===== src/design/csje_pkg.sv =====
// ----------------------------------------------------------------------------
// csje_pkg: shared definitions for the CIGAR splice junction extractor
// Field widths, operation codes, register reset value and the item types
// that travel on the input and result channels.
// ----------------------------------------------------------------------------
package csje_pkg;

	localparam int POS_W   = 31;
	localparam int LEN_W   = 28;
	localparam int CODE_W  = 4;
	localparam int FLANK_W = 16;

	localparam logic [FLANK_W-1:0] MIN_FLANK_RESET = 16'd3;

	// Over-long test: skip > LONG_BASE * 4^m, only meaningful below FLANK_LIMIT.
	localparam logic [LEN_W-1:0] LONG_BASE   = 28'd10;
	localparam logic [LEN_W-1:0] FLANK_LIMIT = 28'd13;

	localparam logic [POS_W-1:0] POS_MAX = {POS_W{1'b1}};

	// CIGAR operation codes.
	localparam logic [CODE_W-1:0] OP_M  = 4'd0;
	localparam logic [CODE_W-1:0] OP_I  = 4'd1;
	localparam logic [CODE_W-1:0] OP_D  = 4'd2;
	localparam logic [CODE_W-1:0] OP_N  = 4'd3;
	localparam logic [CODE_W-1:0] OP_S  = 4'd4;
	localparam logic [CODE_W-1:0] OP_H  = 4'd5;
	localparam logic [CODE_W-1:0] OP_P  = 4'd6;
	localparam logic [CODE_W-1:0] OP_EQ = 4'd7;
	localparam logic [CODE_W-1:0] OP_X  = 4'd8;

	typedef struct packed {
		logic              read_start;
		logic [POS_W-1:0]  start_position;
		logic [CODE_W-1:0] op_code;
		logic [LEN_W-1:0]  op_length;
		logic              last_op;
	} in_item_t;

	typedef struct packed {
		logic             junction_valid;
		logic [POS_W-1:0] junction_start;
		logic [POS_W-1:0] junction_end;
		logic             junction_too_long;
		logic             read_done;
		logic             read_ok;
	} out_item_t;

endpackage


===== src/design/cigar_splice_junction_extractor_top.sv =====
// ----------------------------------------------------------------------------
// cigar_splice_junction_extractor_top: splice junctions from CIGAR streams
// Tracks the reference position of a read, watches for M-N-M patterns and
// reports each junction with its flank test, over-long flag and a per-read
// verdict on the last operation.
// ----------------------------------------------------------------------------
//
//  Channel | Signals                            | Carries
//  --------+------------------------------------+-------------------------------
//  input   | in_valid, in_ready, in_item        | one CIGAR operation per item
//  result  | out_valid, out_ready, out_item     | one result item per input item
//  config  | cfg_valid, cfg_ready, cfg_data     | min_flank register write
//
//  An item is held in the input register and then moves to the result
//  register, where its result is offered. One item is taken every cycle
//  while the result side is not stalled; the read-position and window
//  update is a single add, compare and shift. Reset clears the read state
//  and loads min_flank with its default of 3. A stall on the result side
//  holds both registers; the input side keeps accepting until the input
//  register is full as well.
//
module cigar_splice_junction_extractor_top (
	input  logic                         clk,
	input  logic                         arst_n,
	input  logic                         in_valid,
	output logic                         in_ready,
	input  csje_pkg::in_item_t           in_item,
	output logic                         out_valid,
	input  logic                         out_ready,
	output csje_pkg::out_item_t          out_item,
	input  logic                         cfg_valid,
	output logic                         cfg_ready,
	input  logic [csje_pkg::FLANK_W-1:0] cfg_data
);

	// The register may be written at any time; software is to write it only while idle, which the block does not enforce.
	assign cfg_ready = 1'b1;

	logic [csje_pkg::FLANK_W-1:0] min_flank_q;

	always_ff @(posedge clk or negedge arst_n) begin
		if (!arst_n) begin
			min_flank_q <= csje_pkg::MIN_FLANK_RESET;
		end else if (cfg_valid && cfg_ready) begin
			min_flank_q <= cfg_data;
		end
	end

	// Input register and handshake. The result register moves whenever it is
	// empty or being taken, and the input register empties into it.
	logic                valid_s1;
	csje_pkg::in_item_t  item_s1;
	logic                out_free;
	logic                s1_adv;

	assign out_free = !out_valid || out_ready;
	assign s1_adv   = valid_s1 && out_free;
	assign in_ready = !valid_s1 || out_free;

	always_ff @(posedge clk or negedge arst_n) begin
		if (!arst_n) begin
			valid_s1 <= 1'b0;
		end else if (in_ready) begin
			valid_s1 <= in_valid;
		end
	end

	always_ff @(posedge clk) begin
		if (in_valid && in_ready) begin
			item_s1 <= in_item;
		end
	end

	// Read state.
	logic [csje_pkg::POS_W-1:0]  ref_pos_q;
	logic [csje_pkg::CODE_W-1:0] older_code_q;
	logic [csje_pkg::LEN_W-1:0]  older_len_q;
	logic [csje_pkg::CODE_W-1:0] middle_code_q;
	logic [csje_pkg::LEN_W-1:0]  middle_len_q;
	logic [1:0]                  ops_seen_q;
	logic                        read_failed_q;

	// A read start replaces the kept state before the item is looked at.
	logic [csje_pkg::POS_W-1:0]  ref_pos_cur;
	logic [csje_pkg::CODE_W-1:0] older_code_cur;
	logic [csje_pkg::LEN_W-1:0]  older_len_cur;
	logic [csje_pkg::CODE_W-1:0] middle_code_cur;
	logic [csje_pkg::LEN_W-1:0]  middle_len_cur;
	logic [1:0]                  ops_seen_cur;
	logic                        failed_cur;

	always_comb begin
		if (item_s1.read_start) begin
			ref_pos_cur     = item_s1.start_position;
			older_code_cur  = '0;
			older_len_cur   = '0;
			middle_code_cur = '0;
			middle_len_cur  = '0;
			ops_seen_cur    = 2'd0;
			failed_cur      = 1'b0;
		end else begin
			ref_pos_cur     = ref_pos_q;
			older_code_cur  = older_code_q;
			older_len_cur   = older_len_q;
			middle_code_cur = middle_code_q;
			middle_len_cur  = middle_len_q;
			ops_seen_cur    = ops_seen_q;
			failed_cur      = read_failed_q;
		end
	end

	// The junction is recognized when the window holds M then N and this
	// item is M, with at least two earlier operations of the same read behind it.
	logic                       pattern;
	logic [csje_pkg::LEN_W-1:0] shorter;
	logic [csje_pkg::LEN_W-1:0] threshold;
	logic                       flanks_ok;
	logic                       too_long;

	assign pattern = (ops_seen_cur == 2'd2) && (older_code_cur == csje_pkg::OP_M)
		&& (middle_code_cur == csje_pkg::OP_N) && (item_s1.op_code == csje_pkg::OP_M);

	assign shorter = (older_len_cur < item_s1.op_length) ? older_len_cur : item_s1.op_length;

	// 10 * 4^m; with m of 12 or less this still fits the length width.
	assign threshold = csje_pkg::LONG_BASE << {shorter[3:0], 1'b0};

	assign flanks_ok = (older_len_cur >= {12'd0, min_flank_q})
		&& (item_s1.op_length >= {12'd0, min_flank_q});

	assign too_long = pattern && (shorter < csje_pkg::FLANK_LIMIT)
		&& (middle_len_cur > threshold);

	// Reference advance with saturation at the top of the position range.
	logic                       advances;
	logic [csje_pkg::POS_W:0]   pos_sum;
	logic [csje_pkg::POS_W-1:0] ref_pos_next;

	always_comb begin
		case (item_s1.op_code) inside
			csje_pkg::OP_M, csje_pkg::OP_D, csje_pkg::OP_N, csje_pkg::OP_EQ, csje_pkg::OP_X:
				advances = 1'b1;
			default:
				advances = 1'b0;
		endcase
	end

	assign pos_sum = {1'b0, ref_pos_cur} + {4'd0, item_s1.op_length};
	always_comb begin
		if (!advances) begin
			ref_pos_next = ref_pos_cur;
		end else if (pos_sum[csje_pkg::POS_W]) begin
			ref_pos_next = csje_pkg::POS_MAX;
		end else begin
			ref_pos_next = pos_sum[csje_pkg::POS_W-1:0];
		end
	end

	always_ff @(posedge clk or negedge arst_n) begin
		if (!arst_n) begin
			ref_pos_q     <= '0;
			older_code_q  <= '0;
			older_len_q   <= '0;
			middle_code_q <= '0;
			middle_len_q  <= '0;
			ops_seen_q    <= 2'd0;
			read_failed_q <= 1'b0;
		end else if (s1_adv) begin
			ref_pos_q <= ref_pos_next;
			if (item_s1.last_op) begin
				// The position carries over into a read that has no start mark.
				older_code_q  <= '0;
				older_len_q   <= '0;
				middle_code_q <= '0;
				middle_len_q  <= '0;
				ops_seen_q    <= 2'd0;
				read_failed_q <= 1'b0;
			end else begin
				older_code_q  <= middle_code_cur;
				older_len_q   <= middle_len_cur;
				middle_code_q <= item_s1.op_code;
				middle_len_q  <= item_s1.op_length;
				ops_seen_q    <= (ops_seen_cur == 2'd2) ? 2'd2 : ops_seen_cur + 2'd1;
				read_failed_q <= failed_cur || too_long;
			end
		end
	end

	// Result register.
	csje_pkg::out_item_t res_next;

	always_comb begin
		res_next                   = '0;
		res_next.junction_valid    = pattern && flanks_ok;
		res_next.junction_too_long = too_long;
		res_next.read_done         = item_s1.last_op;
		res_next.read_ok           = item_s1.last_op && !(failed_cur || too_long);
		if (pattern) begin
			res_next.junction_end   = ref_pos_cur;
			res_next.junction_start = ref_pos_cur - {3'd0, middle_len_cur};
		end
	end

	always_ff @(posedge clk or negedge arst_n) begin
		if (!arst_n) begin
			out_valid <= 1'b0;
		end else if (out_free) begin
			out_valid <= valid_s1;
		end
	end

	always_ff @(posedge clk) begin
		if (s1_adv) begin
			out_item <= res_next;
		end
	end

	// Checks on the block's own bookkeeping.
	a_ops_seen_range: assert property (@(posedge clk) disable iff (!arst_n)
		ops_seen_q != 2'd3)
		else $error("ops_seen counter left its range");

	a_ok_needs_done: assert property (@(posedge clk) disable iff (!arst_n)
		out_valid && out_item.read_ok |-> out_item.read_done)
		else $error("read verdict given on an item that does not end the read");

	a_junction_order: assert property (@(posedge clk) disable iff (!arst_n)
		out_valid && (out_item.junction_valid || out_item.junction_too_long)
		|-> out_item.junction_end >= out_item.junction_start)
		else $error("junction ends before it starts");

	a_stall_blocks_input: assert property (@(posedge clk) disable iff (!arst_n)
		valid_s1 && out_valid && !out_ready |-> !in_ready)
		else $error("input taken while both registers are held");

	a_fail_clears_on_last: assert property (@(posedge clk) disable iff (!arst_n)
		s1_adv && item_s1.last_op |=> (read_failed_q == 1'b0) && (ops_seen_q == 2'd0))
		else $error("read state not cleared after the last operation");

endmodule


===== config.mk =====
export PLATFORM = sky130hd
export DESIGN_NAME = cigar_splice_junction_extractor_top
export DESIGN_NICKNAME = d
export VERILOG_FILES = /design/src/design/csje_pkg.sv /design/src/design/cigar_splice_junction_extractor_top.sv
export SDC_FILE = /design/constraint.sdc
export NUM_CORES = 1
export LEC_CHECK = 0
export ABC_AREA = 1
export ABC_CLOCK_PERIOD_IN_PS = 12600
export BUFFER_PORTS_ARGS = -buffer_cell sky130_fd_sc_hd__buf_2
export CAP_MARGIN = 20
export CORE_MARGIN = 2
export CORE_UTILIZATION = 40
export DETAILED_ROUTE_END_ITERATION = 8
export PLACE_DENSITY_LB_ADDON = 0.05
export SETUP_SLACK_MARGIN = 0.5
export SLEW_MARGIN = 10
export SYNTH_ARGS = -nofsm -noshare
export SYNTH_HDL_FRONTEND = slang
export SYNTH_SLANG_ARGS = --single-unit

===== constraint.sdc =====
create_clock -name clk -period 12.6 [get_ports clk]
set_clock_uncertainty 0.15 [all_clocks]
set_input_delay 0.63 -clock clk [delete_from_list [all_inputs] [get_ports clk]]
set_output_delay 0.63 -clock clk [all_outputs]
set_load 0.01 [all_outputs]

==> results.sh, run 1 <==
export IMPL_synth_area_per_cell_um2=8.54
export IMPL_place_port_buffers=153
export IMPL_timing_final_setup_violations=0
export IMPL_tritoncts_num_sinks=247
export IMPL_remaining_drc_errors=0
export IMPL_grt_start_max_net_pins=73
export IMPL_count_of_max_cap_constraint_violations=0
export IMPL_start_kind="flop"
export IMPL_num_vias=13000
export IMPL_hpwl_um=39100
export IMPL_timing_hold_worst_start="in_item[56]"
export IMPL_num_nets_final=2125
export IMPL_gpl_final_weighted_congestion=0.913
export IMPL_cts_repair_timing_setup_buffer_count=0
export IMPL_fin_setup_tns_ns=0
export IMPL_timing_critical_path_from="item_s1[64]"
export IMPL_hold_violations=0
export IMPL_gr_total_overflow=0
export IMPL_finalCritPeriodShare=0.459
export IMPL_tritoncts_clock_tree="done"
export IMPL_dieHeight_um=198
export IMPL_cp_required_ns=12.75
export IMPL_cpPeakStageDelay_ns=0.54
export IMPL_final_layout_size_suffix_gt1_frac=0.147
export IMPL_maximum_clock_frequency_mhz=173
export IMPL_grt_total_usage=0.262
export IMPL_synth_seq_area_share=0.453
export IMPL_grt_antenna_before_repair=1
export IMPL_cellLeakagePower_nw=8.10
export IMPL_detailedPlace_worstSlack_ns=6.95
export IMPL_cts_buffers=29
export IMPL_cts_root_buffer="sky130_fd_sc_hd__clkbuf_16"
export IMPL_status="completed"
export IMPL_route_detailed_wl_per_inst_um=21.0
export IMPL_synth_top_flop_cell="sky130_fd_sc_hd__edfxtp_1"
export IMPL_route_detailed_vias_per_inst=5.31
export IMPL_crit_path_end_kind="flop"
export IMPL_grt_most_used_layer="met2"
export IMPL_drt_first_iter_violations=947
export IMPL_worstPathArrival_ns=5.93
export IMPL_firstDrtPassIters=5
export IMPL_worstSkewPairLatency_ns=0.57
export IMPL_max_vdd_ir_drop_uv=102
export IMPL_worst_path_max_fanout=59
export IMPL_insertedDiodeCount=0
export IMPL_pin_count=155
export IMPL_syn_num_nets=1978
export IMPL_ys_async_sr_fraction=0.470
export IMPL_finalCriticalPeriod_ns=5.78
export IMPL_routed_wirelength_um=51300
export IMPL_setup_worst_path_class="reg -> reg"
export IMPL_grt_util_met1=0.388
export IMPL_crit_path_frequent_cell="sky130_fd_sc_hd__o21ai_1"
export IMPL_groute_layer_met2_usage=0.397
export IMPL_netlist_cell_type_count=62
export IMPL_max_clock_path_buffers=3
export IMPL_fp_row_count=71
export IMPL_grt_met3_usage=0.0436
export IMPL_timing_final_max_slew_violations=0
export IMPL_timing_rr_start="item_s1[64]"
export IMPL_die_width_um=198
export IMPL_synth_edf_count=131
export IMPL_first_global_vias=12600
export IMPL_clk_pin_slew_ns=0.06
export IMPL_die_area_um2=39300
export IMPL_number_of_levels_in_the_clock_h_tree=1
export IMPL_fp_coreArea_um2=37400
export IMPL_initial_core_util=0.403
export IMPL_hold_path_class="in -> reg"
export IMPL_tightestPinTransition_ns=0.987
export IMPL_worst_setup_slack_after_layout_ns=6.82
export IMPL_critical_path_slowest_cell="sky130_fd_sc_hd__buf_4"
export IMPL_power_density_nw_per_um2=173
export IMPL_synth_area_um2=15100
export IMPL_final_antenna_net_count=0
export IMPL_unrepaired_setup_endpoints_after_global_routing="false"
export IMPL_cp_cell_sequence="buf_4 > buf_4 > inv_4 > or2_2 > o21ai_0 > inv_1 > ha_1 > nand2_1 > o21ai_1 > a21boi_0 > o21ai_1 > a21oi_1 > o21ai_1 > nand3_1 > o211ai_1 > o21ai_0"
export IMPL_syn_inst=1767
export IMPL_synth_to_layout_area_growth_pct=14.8
export IMPL_ctsResizeCount=0
export IMPL_ys_warnings_count=0
export IMPL_relSlewSlack=0.335
export IMPL_holdWs_ns=0.0872
export IMPL_grt_first_pass_wirelength_um=76600
export IMPL_synth_seq_cells=247
## state kept, by name, indices dropped and copies added (netlist names)
name / flops
middle_len_q: 28
item_s1: 65
ops_seen_q: 2
older_code_q: 4
older_len_q: 28
min_flank_q: 16
ref_pos_q: 31
valid_s1: 1
read_failed_q: 1
middle_code_q: 4
out_item: 66
out_valid: 1
## critical path: cells and delay by family (launching register included)
family,cells,cell delay [ns]
and+or+nand+nor,3,0.55
adders and majority gates,1,0.36
AOI/OAI and AO/OA,8,2.51
DFF,1,0.32
buffers and inverters,4,1.58
## metal layers
metal,vias up,routed length [um]
met5,-,0
met4,0,1330
li1,6315,-
met3,64,3030
met2,390,22200
met1,6224,24700
## stage by stage
| step | util | cells | total power [mW] | area, um2 |
|---|---|---|---|---|
| 4_1_cts | 0.463 | 2447 | 3.01 | 17300 |
| 2_1_floorplan | - | 1767 | 1.76 | 15100 |
| 3_5_place_dp | 0.437 | 2393 | 2.12 | 16300 |
| 3_3_place_gp | 0.437 | 2393 | 2.13 | 16300 |
| 5_1_grt | 0.463 | 2447 | 3.18 | 17300 |
| 6_report | 0.463 | 2447 | 2.99 | 17300 |
## path summary, 6_finish.rpt
kind                       cells past startpoint         endpoint  slack (ns)
setup / recovery                              16     out_item[63]        6.82
hold / removal                                 1      item_s1[56]        0.09
setup reg to reg                              16     out_item[63]        6.82
hold reg to reg                                2    ref_pos_q[21]        0.32
max in group asynchronous                      3     ref_pos_q[5]       10.28
min in group asynchronous                      2  older_code_q[1]        0.49
## Yosys cell counts (all sizes together) (2+ instances only)
master	count	share of area
nor2	170	0.043
edfxtp	131	0.26
a21oi	141	0.049
nand3b	3	0.0015
a21o	12	0.0060
xor2	16	0.0093
dfrtp	114	0.19
clkinv	2	0.00050
nor3	18	0.0060
o21bai	12	0.0062
or2	31	0.013
xnor2	10	0.0058
o211ai	10	0.0050
ha	123	0.10
nand4	28	0.012
buf	10	0.0060
o32ai	4	0.0023
fa	2	0.0027
a211oi	2	0.00099
clkbuf	39	0.0097
o21ai	152	0.051
o31ai	4	0.0020
a31o	7	0.0041
a22o	3	0.0017
a2111oi	2	0.0012
nand2	315	0.081
nor4	14	0.0068
o21a	8	0.0040
nand3	49	0.016
dfstp	2	0.0035
a31oi	12	0.0050
o22ai	44	0.018
inv	257	0.064
a21boi	7	0.0035
## cells by family after synthesis
family | after synthesis | synth area share
flip-flops | 247 | 0.453
XOR/XNOR | 26 | 0.0151
other | 1 | 0.000249
AO/OA/AOI/OAI | 427 | 0.164
AND/OR/NAND/NOR | 631 | 0.181
multiplexers | 2 | 0.00141
buffers and inverters | 308 | 0.0803
adder cells (fa/ha/maj) | 125 | 0.105
## cell usage in the layout (no fill, tap or decap), types with 44 or more instances in the layout
cell type,synthesis,routed
sky130_fd_sc_hd__edfxtp_1,131,131
sky130_fd_sc_hd__ha_1,123,123
sky130_fd_sc_hd__inv_1,250,249
sky130_fd_sc_hd__dfrtp_1,114,114
sky130_fd_sc_hd__buf_2,3,152
sky130_fd_sc_hd__a21oi_1,134,134
sky130_fd_sc_hd__nand2_1,303,302
sky130_fd_sc_hd__o21ai_0,124,124
sky130_fd_sc_hd__o22ai_1,44,44
sky130_fd_sc_hd__nor2_1,166,166
sky130_fd_sc_hd__nand3_1,49,49
## power breakdown
part	switching, mW	internal, mW	leakage [nW]
Combinational	0.735	0.338	4.87
Clock	0.344	0.523	0.471
Sequential	0.0668	0.986	2.76
## repair_timing
item                       in CTS  in global routing
hold endpoints to repair       35                  0
setup endpoints to repair       0                  0
hold buffers                    1                  0
## layout make-up
cell class	instances	area, um2
clock inverters	17	213
multi-input cells	1212	7040
flip-flops and latches	247	6840
well taps	511	639
fillers	3758	20100
clock buffers	36	752
inverters	259	977
repair buffers	165	861
Note: power is estimated with default switching activity, not from simulation.
==> inputs of run 2 (changes only) <==
--- a/config.mk
+++ b/config.mk
@@ -6,7 +6,7 @@
 export NUM_CORES = 1
 export LEC_CHECK = 0
 export ABC_AREA = 1
-export ABC_CLOCK_PERIOD_IN_PS = 12600
+export ABC_CLOCK_PERIOD_IN_PS = 4700
 export BUFFER_PORTS_ARGS = -buffer_cell sky130_fd_sc_hd__buf_2
 export CAP_MARGIN = 20
 export CORE_MARGIN = 2
==> constraint.sdc (replaced) <==
create_clock -name clk -period 4.7 [get_ports clk]
set_clock_uncertainty 0.15 [all_clocks]
set_input_delay 0.235 -clock clk [delete_from_list [all_inputs] [get_ports clk]]
set_output_delay 0.235 -clock clk [all_outputs]
set_load 0.01 [all_outputs]
==> results.sh, run 2 (synthesized netlist as in run 1, its figures left out) <==
export IMPL_status="completed"
export IMPL_relSlewSlack=0.324
export IMPL_timing_final_setup_violations=0
export IMPL_routed_wirelength_um=49600
export IMPL_worstSkewPairLatency_ns=0.58
export IMPL_pin_count=155
export IMPL_cts_buffers=29
export IMPL_hold_violations=0
export IMPL_regMostFlops="out_item"
export IMPL_final_layout_size_suffix_gt1_frac=0.194
export IMPL_timing_rr_start="item_s1[64]"
export IMPL_die_area_um2=39300
export IMPL_top_layer_used="met4"
export IMPL_max_vdd_ir_drop_uv=275
export IMPL_power_density_nw_per_um2=428
export IMPL_first_global_vias=13000
export IMPL_critical_path_slowest_cell="sky130_fd_sc_hd__edfxtp_1"
export IMPL_largest_registers="out_item x66, item_s1 x65, ref_pos_q x31"
export IMPL_fillCellCount=3551
export IMPL_swShare=0.379
export IMPL_grt_total_usage=0.253
export IMPL_count_of_max_cap_constraint_violations=0
export IMPL_timing_critical_path_from="item_s1[64]"
export IMPL_hpwl_um=37500
export IMPL_route_detailed_vias_per_inst=5.19
export IMPL_place_port_buffers=153
export IMPL_fp_coreArea_um2=37400
export IMPL_clock_power_share=0.286
export IMPL_fraction_of_the_core_area_covered_by_cells_at_the_end_of_the_flow=0.510
export IMPL_hold_path_class="in -> reg"
export IMPL_final_antenna_net_count=0
export IMPL_tightestPinTransition_ns=1.00
export IMPL_grt_first_pass_wirelength_um=75300
export IMPL_power_frac_seq=0.344
export IMPL_cpPeakStageDelay_ns=0.38
export IMPL_timing_hold_worst_start="cfg_valid"
export IMPL_synth_to_layout_area_growth_pct=26.3
export IMPL_grt_start_max_net_pins=63
export IMPL_num_vias=13400
export IMPL_start_kind="flop"
export IMPL_clk_pin_slew_ns=0.06
export IMPL_cp_required_ns=4.88
export IMPL_max_clock_path_buffers=3
export IMPL_comb_power_share=0.370
export IMPL_tritoncts_num_sinks=247
export IMPL_route_detailed_wl_per_inst_um=19.2
export IMPL_route_layer_met1_wl_um=23900
export IMPL_tritoncts_clock_tree="done"
export IMPL_p_int_mw=5.07
export IMPL_min_delay_path_depth=3
export IMPL_number_of_levels_in_the_clock_h_tree=1
export IMPL_fin_setup_tns_ns=0
export IMPL_dieHeight_um=198
export IMPL_setup_worst_path_class="reg -> reg"
export IMPL_ff2ff_path_depth=30
export IMPL_timing_final_max_slew_violations=0
export IMPL_fp_row_count=71
export IMPL_gpl_final_weighted_congestion=0.893
export IMPL_power_net_switching_mw=3.10
export IMPL_layout_common_cells="sky130_fd_sc_hd__nand2_1, sky130_fd_sc_hd__inv_1, sky130_fd_sc_hd__buf_2, sky130_fd_sc_hd__nor2_1, sky130_fd_sc_hd__edfxtp_1"
export IMPL_die_width_um=198
export IMPL_maximum_clock_frequency_mhz=234
export IMPL_remaining_drc_errors=0
export IMPL_insertedDiodeCount=0
export IMPL_layout_commonest_cell="sky130_fd_sc_hd__nand2_1"
export IMPL_crit_path_end_kind="flop"
export IMPL_drt_first_iter_violations=925
export IMPL_detailedPlace_worstSlack_ns=0.271
export IMPL_gr_total_overflow=0
export IMPL_placed_cell_area_um2=16500
export IMPL_initial_core_util=0.403
export IMPL_num_nets_final=2258
export IMPL_finalCritPeriodShare=0.908
export IMPL_finalCriticalPeriod_ns=4.27
export IMPL_grt_antenna_before_repair=0
export IMPL_worst_setup_slack_after_layout_ns=0.434
export IMPL_fin_area_um2=19100
export IMPL_wl_met3_um=2950
export IMPL_firstDrtPassIters=6
export IMPL_worstPathArrival_ns=4.45
export IMPL_largest_reg_flops=66
export IMPL_dr_wl_met2_um=21600
export IMPL_unrepaired_setup_endpoints_after_global_routing="true"
export IMPL_cellLeakagePower_nw=8.79
export IMPL_cts_root_buffer="sky130_fd_sc_hd__clkbuf_16"
export IMPL_worst_path_max_fanout=6
==> run 2: cell count changes in the layout (fill, tap and decap cells not counted), sizes merged <==
cell and change:
bufinv -1, inv +3, bufbuf +1, clkbuf -3, buf +33, dlygate4sd3 +98
clkinv +3
==> run 2: what timing repair did <==
action / CTS / global route
pin swaps: 10 / 23
hold buffers: 99 / 0
gates resized for setup: 23 / 88
setup endpoints to repair: 3 / 34
setup buffers: 4 / 10
cloned: 2 / 1
endpoints found under the hold margin: 138 / 0
==> run 2: cell type report <==
class	instances	area, um2	area share
Multi-Input combinational cell	1212	7400	0.388
Sequential cell	247	6840	0.359
Timing Repair Buffer	298	2200	0.115
Inverter	259	997	0.0523
Clock buffer	32	747	0.0392
Tap cell	511	639	0.0335
Clock inverter	22	234	0.0123
==> run 2: through the flow <==
step                power (mW)  hold slack [ns]  instances
floorplan                 4.73           -0.211       1767
global placement          5.62            0.196       2411
detailed placement        5.63            0.206       2411
CTS                       8.09         0.000784       2570
global route              8.69           0.0478       2581
finish                    8.17           0.0115       2581
==> run 2: worst paths after layout <==
path / endpoint / slack, ns
worst max-delay path: out_item[0] / 0.43
worst min-delay path: min_flank_q[15] / 0.01
worst max register to register: out_item[0] / 0.43
worst min register to register: ref_pos_q[20] / 0.32
max in group asynchronous: min_flank_q[0] / 3.41
min in group asynchronous: older_code_q[1] / 0.12
==> run 2: layer usage <==
| layer | global-route usage | up-vias |
|---|---|---|
| met2 | 0.387 | 398 |
| met1 | 0.371 | 6335 |
| met4 | 0.0607 | 0 |
| li1 | - | 6591 |
| met5 | 0 | - |
| met3 | 0.0429 | 69 |
==> run 2: power groups by stage <==
stage	registers [mW]	logic, mW	clock network [mW]
final	2.80	3.02	2.34
after global routing	2.84	3.38	2.48
after CTS	2.80	2.90	2.39
after detailed placement	2.84	2.79	0
after global placement	2.84	2.78	0
after floorplan	2.83	1.90	0
==> run 2: critical path, delay by kind of cell (launching register included) <==
kind                     cells  cell delay [ns]
AO/OA/AOI/OAI                7             1.11
adder cells (fa/ha/maj)      2             0.47
buffers and inverters        4             0.42
flip-flops                   1             0.38
AND/OR/NAND/NOR             17             1.47
==> inputs of run 3 (changes only) <==
--- a/config.mk
+++ b/config.mk
@@ -12,7 +12,6 @@
 export CORE_MARGIN = 2
 export CORE_UTILIZATION = 40
 export DETAILED_ROUTE_END_ITERATION = 8
-export PLACE_DENSITY_LB_ADDON = 0.05
 export SETUP_SLACK_MARGIN = 0.5
 export SLEW_MARGIN = 10
 export SYNTH_ARGS = -nofsm -noshare
==> results.sh, run 3 (synthesized netlist as in run 1, its figures left out) <==
export IMPL_synth_to_layout_area_growth_pct=23.1
export IMPL_power_net_switching_mw=3.09
export IMPL_status="completed"
export IMPL_cts_root_buffer="sky130_fd_sc_hd__clkbuf_16"
export IMPL_place_port_buffers=153
export IMPL_unrepaired_setup_endpoints_after_global_routing="true"
export IMPL_finalCriticalPeriod_ns=4.27
export IMPL_fp_coreArea_um2=37400
export IMPL_fp_row_count=71
export IMPL_critical_path_slowest_cell="sky130_fd_sc_hd__edfxtp_1"
export IMPL_cp_required_ns=4.88
export IMPL_first_global_vias=13300
export IMPL_crit_path_frequent_cell="sky130_fd_sc_hd__nand2_1"
export IMPL_total_power_mw=7.91
export IMPL_worstPathArrival_ns=4.44
export IMPL_tritoncts_num_sinks=247
export IMPL_fillCellCount=3553
export IMPL_die_area_um2=39300
export IMPL_gpl_final_weighted_congestion=0.928
export IMPL_hpwl_um=36000
export IMPL_fin_setup_tns_ns=0
export IMPL_num_vias=13500
export IMPL_grt_antenna_before_repair=0
export IMPL_clock_power_share=0.272
export IMPL_firstDrtPassIters=8
export IMPL_maximum_clock_frequency_mhz=234
export IMPL_worstSkewPairLatency_ns=0.57
export IMPL_placed_cells=2409
export IMPL_route_detailed_vias_per_inst=5.26
export IMPL_number_of_levels_in_the_clock_h_tree=1
export IMPL_hold_violations=0
export IMPL_placed_cell_area_um2=16500
export IMPL_insertedDiodeCount=0
export IMPL_grt_start_max_net_pins=76
export IMPL_p_int_mw=4.82
export IMPL_route_layer_met1_wl_um=22500
export IMPL_largest_reg_flops=66
export IMPL_tightestPinTransition_ns=0.986
export IMPL_max_clock_path_buffers=3
export IMPL_layout_common_cells="sky130_fd_sc_hd__nand2_1, sky130_fd_sc_hd__inv_1, sky130_fd_sc_hd__nor2_1, sky130_fd_sc_hd__buf_2, sky130_fd_sc_hd__a21oi_1"
export IMPL_comb_power_share=0.372
export IMPL_start_kind="flop"
export IMPL_wl_met3_um=2860
export IMPL_route_detailed_wl_per_inst_um=18.9
export IMPL_top_layer_used="met4"
export IMPL_timing_final_setup_violations=0
export IMPL_finalCritPeriodShare=0.908
export IMPL_post_layout_nonfiller_instances=2566
export IMPL_power_frac_seq=0.356
export IMPL_drt_first_iter_violations=1089
export IMPL_tritoncts_clock_tree="done"
export IMPL_grt_total_usage=0.248
export IMPL_remaining_drc_errors=0
export IMPL_largest_registers="out_item x66, item_s1 x65, ref_pos_q x31"
export IMPL_dr_wl_met2_um=21500
export IMPL_max_vdd_ir_drop_uv=301
export IMPL_regMostFlops="out_item"
export IMPL_swShare=0.390
export IMPL_timing_final_max_slew_violations=0
export IMPL_final_layout_size_suffix_gt1_frac=0.164
export IMPL_cellLeakagePower_nw=8.62
export IMPL_worst_path_max_fanout=24
export IMPL_cts_buffers=28
export IMPL_routed_wirelength_um=48400
export IMPL_cpPeakStageDelay_ns=0.42
export IMPL_dieHeight_um=198
export IMPL_grt_first_pass_wirelength_um=74900
export IMPL_count_of_max_cap_constraint_violations=0
export IMPL_fin_area_um2=18600
export IMPL_power_density_nw_per_um2=426
export IMPL_setup_worst_path_class="reg -> reg"
export IMPL_relSlewSlack=0.337
export IMPL_pin_count=155
export IMPL_clk_pin_slew_ns=0.07
export IMPL_num_nets_final=2244
export IMPL_gr_total_overflow=0
export IMPL_hold_path_class="in -> reg"
export IMPL_layout_commonest_cell="sky130_fd_sc_hd__nand2_1"
export IMPL_initial_core_util=0.403
export IMPL_final_antenna_net_count=0
export IMPL_die_width_um=198
export IMPL_holdWs_ns=0.00789
export IMPL_crit_path_end_kind="flop"
## run 3: cell types whose count changed in the layout (fill, tap and decap cells not counted), moves of 6 or more
cell	before	now
sky130_fd_sc_hd__o21ai_1	30	37
sky130_fd_sc_hd__nand2_1	288	301
sky130_fd_sc_hd__buf_4	40	31
sky130_fd_sc_hd__o21ai_0	117	109
sky130_fd_sc_hd__nor2_1	143	157
sky130_fd_sc_hd__clkinv_2	11	3
sky130_fd_sc_hd__inv_1	240	248
sky130_fd_sc_hd__ha_1	113	122
sky130_fd_sc_hd__nor2_4	9	2
sky130_fd_sc_hd__nand2_4	8	2
sky130_fd_sc_hd__nand2_2	19	12
sky130_fd_sc_hd__nor2_2	18	11
## run 3: critical path: cells and delay by family (launching register included)
kind                     cells  cell delay [ns]
buffers and inverters        3             0.32
AND/OR/NAND/NOR             17             1.54
AO/OA/AOI/OAI                7             1.06
flip-flops                   1             0.42
adder cells (fa/ha/maj)      2             0.55
## run 3: timing repair
action,CTS,global route
gates resized for setup,5,42
setup buffers,1,5
endpoints found under the hold margin,157,0
endpoints found under the setup margin,4,45
cloned,1,0
pin swaps,1,6
hold buffers,97,0
## run 3: path summary, 6_finish.rpt
path	end	cells after the start	startpoint	slack (ns)
max	out_item[0]	29	item_s1[64]	0.43
min	min_flank_q[6]	3	cfg_valid	0.008
max reg2reg	out_item[0]	29	item_s1[64]	0.43
min reg2reg	ref_pos_q[23]	2	ref_pos_q[23]	0.33
max in group asynchronous	ref_pos_q[24]	4	arst_n	3.07
min in group asynchronous	min_flank_q[10]	2	arst_n	0.04
## run 3: through the flow
stage                     worst slack, ns  utilization
final                               0.434        0.497
after global routing                0.193        0.497
after CTS                           0.456        0.493
after detailed placement            0.316        0.441
after global placement              0.446        0.441
after floorplan                     0.505            -
## run 3: routing by layer
layer,up-vias,global-route usage
met1,6422,0.360
met2,420,0.390
li1,6564,-
met5,-,0
met3,80,0.0238
met4,0,0.0760
## run 3: area by class of cell
| type | instances | area, um2 | share of cell area |
|---|---|---|---|
| Tap cell | 511 | 639 | 0.0344 |
| Timing Repair Buffer | 285 | 2070 | 0.112 |
| Inverter | 259 | 987 | 0.0531 |
| Clock buffer | 31 | 743 | 0.0400 |
| Clock inverter | 21 | 158 | 0.00849 |
| Sequential cell | 247 | 6840 | 0.368 |
| Multi-Input combinational cell | 1212 | 7140 | 0.384 |
## run 3: power by group through the flow
stage               clock network (mW)  registers [mW]  logic (mW)
CTS                               2.20            2.81        2.86
global route                      2.28            2.85        3.29
detailed placement                   0            2.84        2.77
finish                            2.16            2.82        2.94
global placement                     0            2.84        2.75
floorplan                            0            2.83        1.90
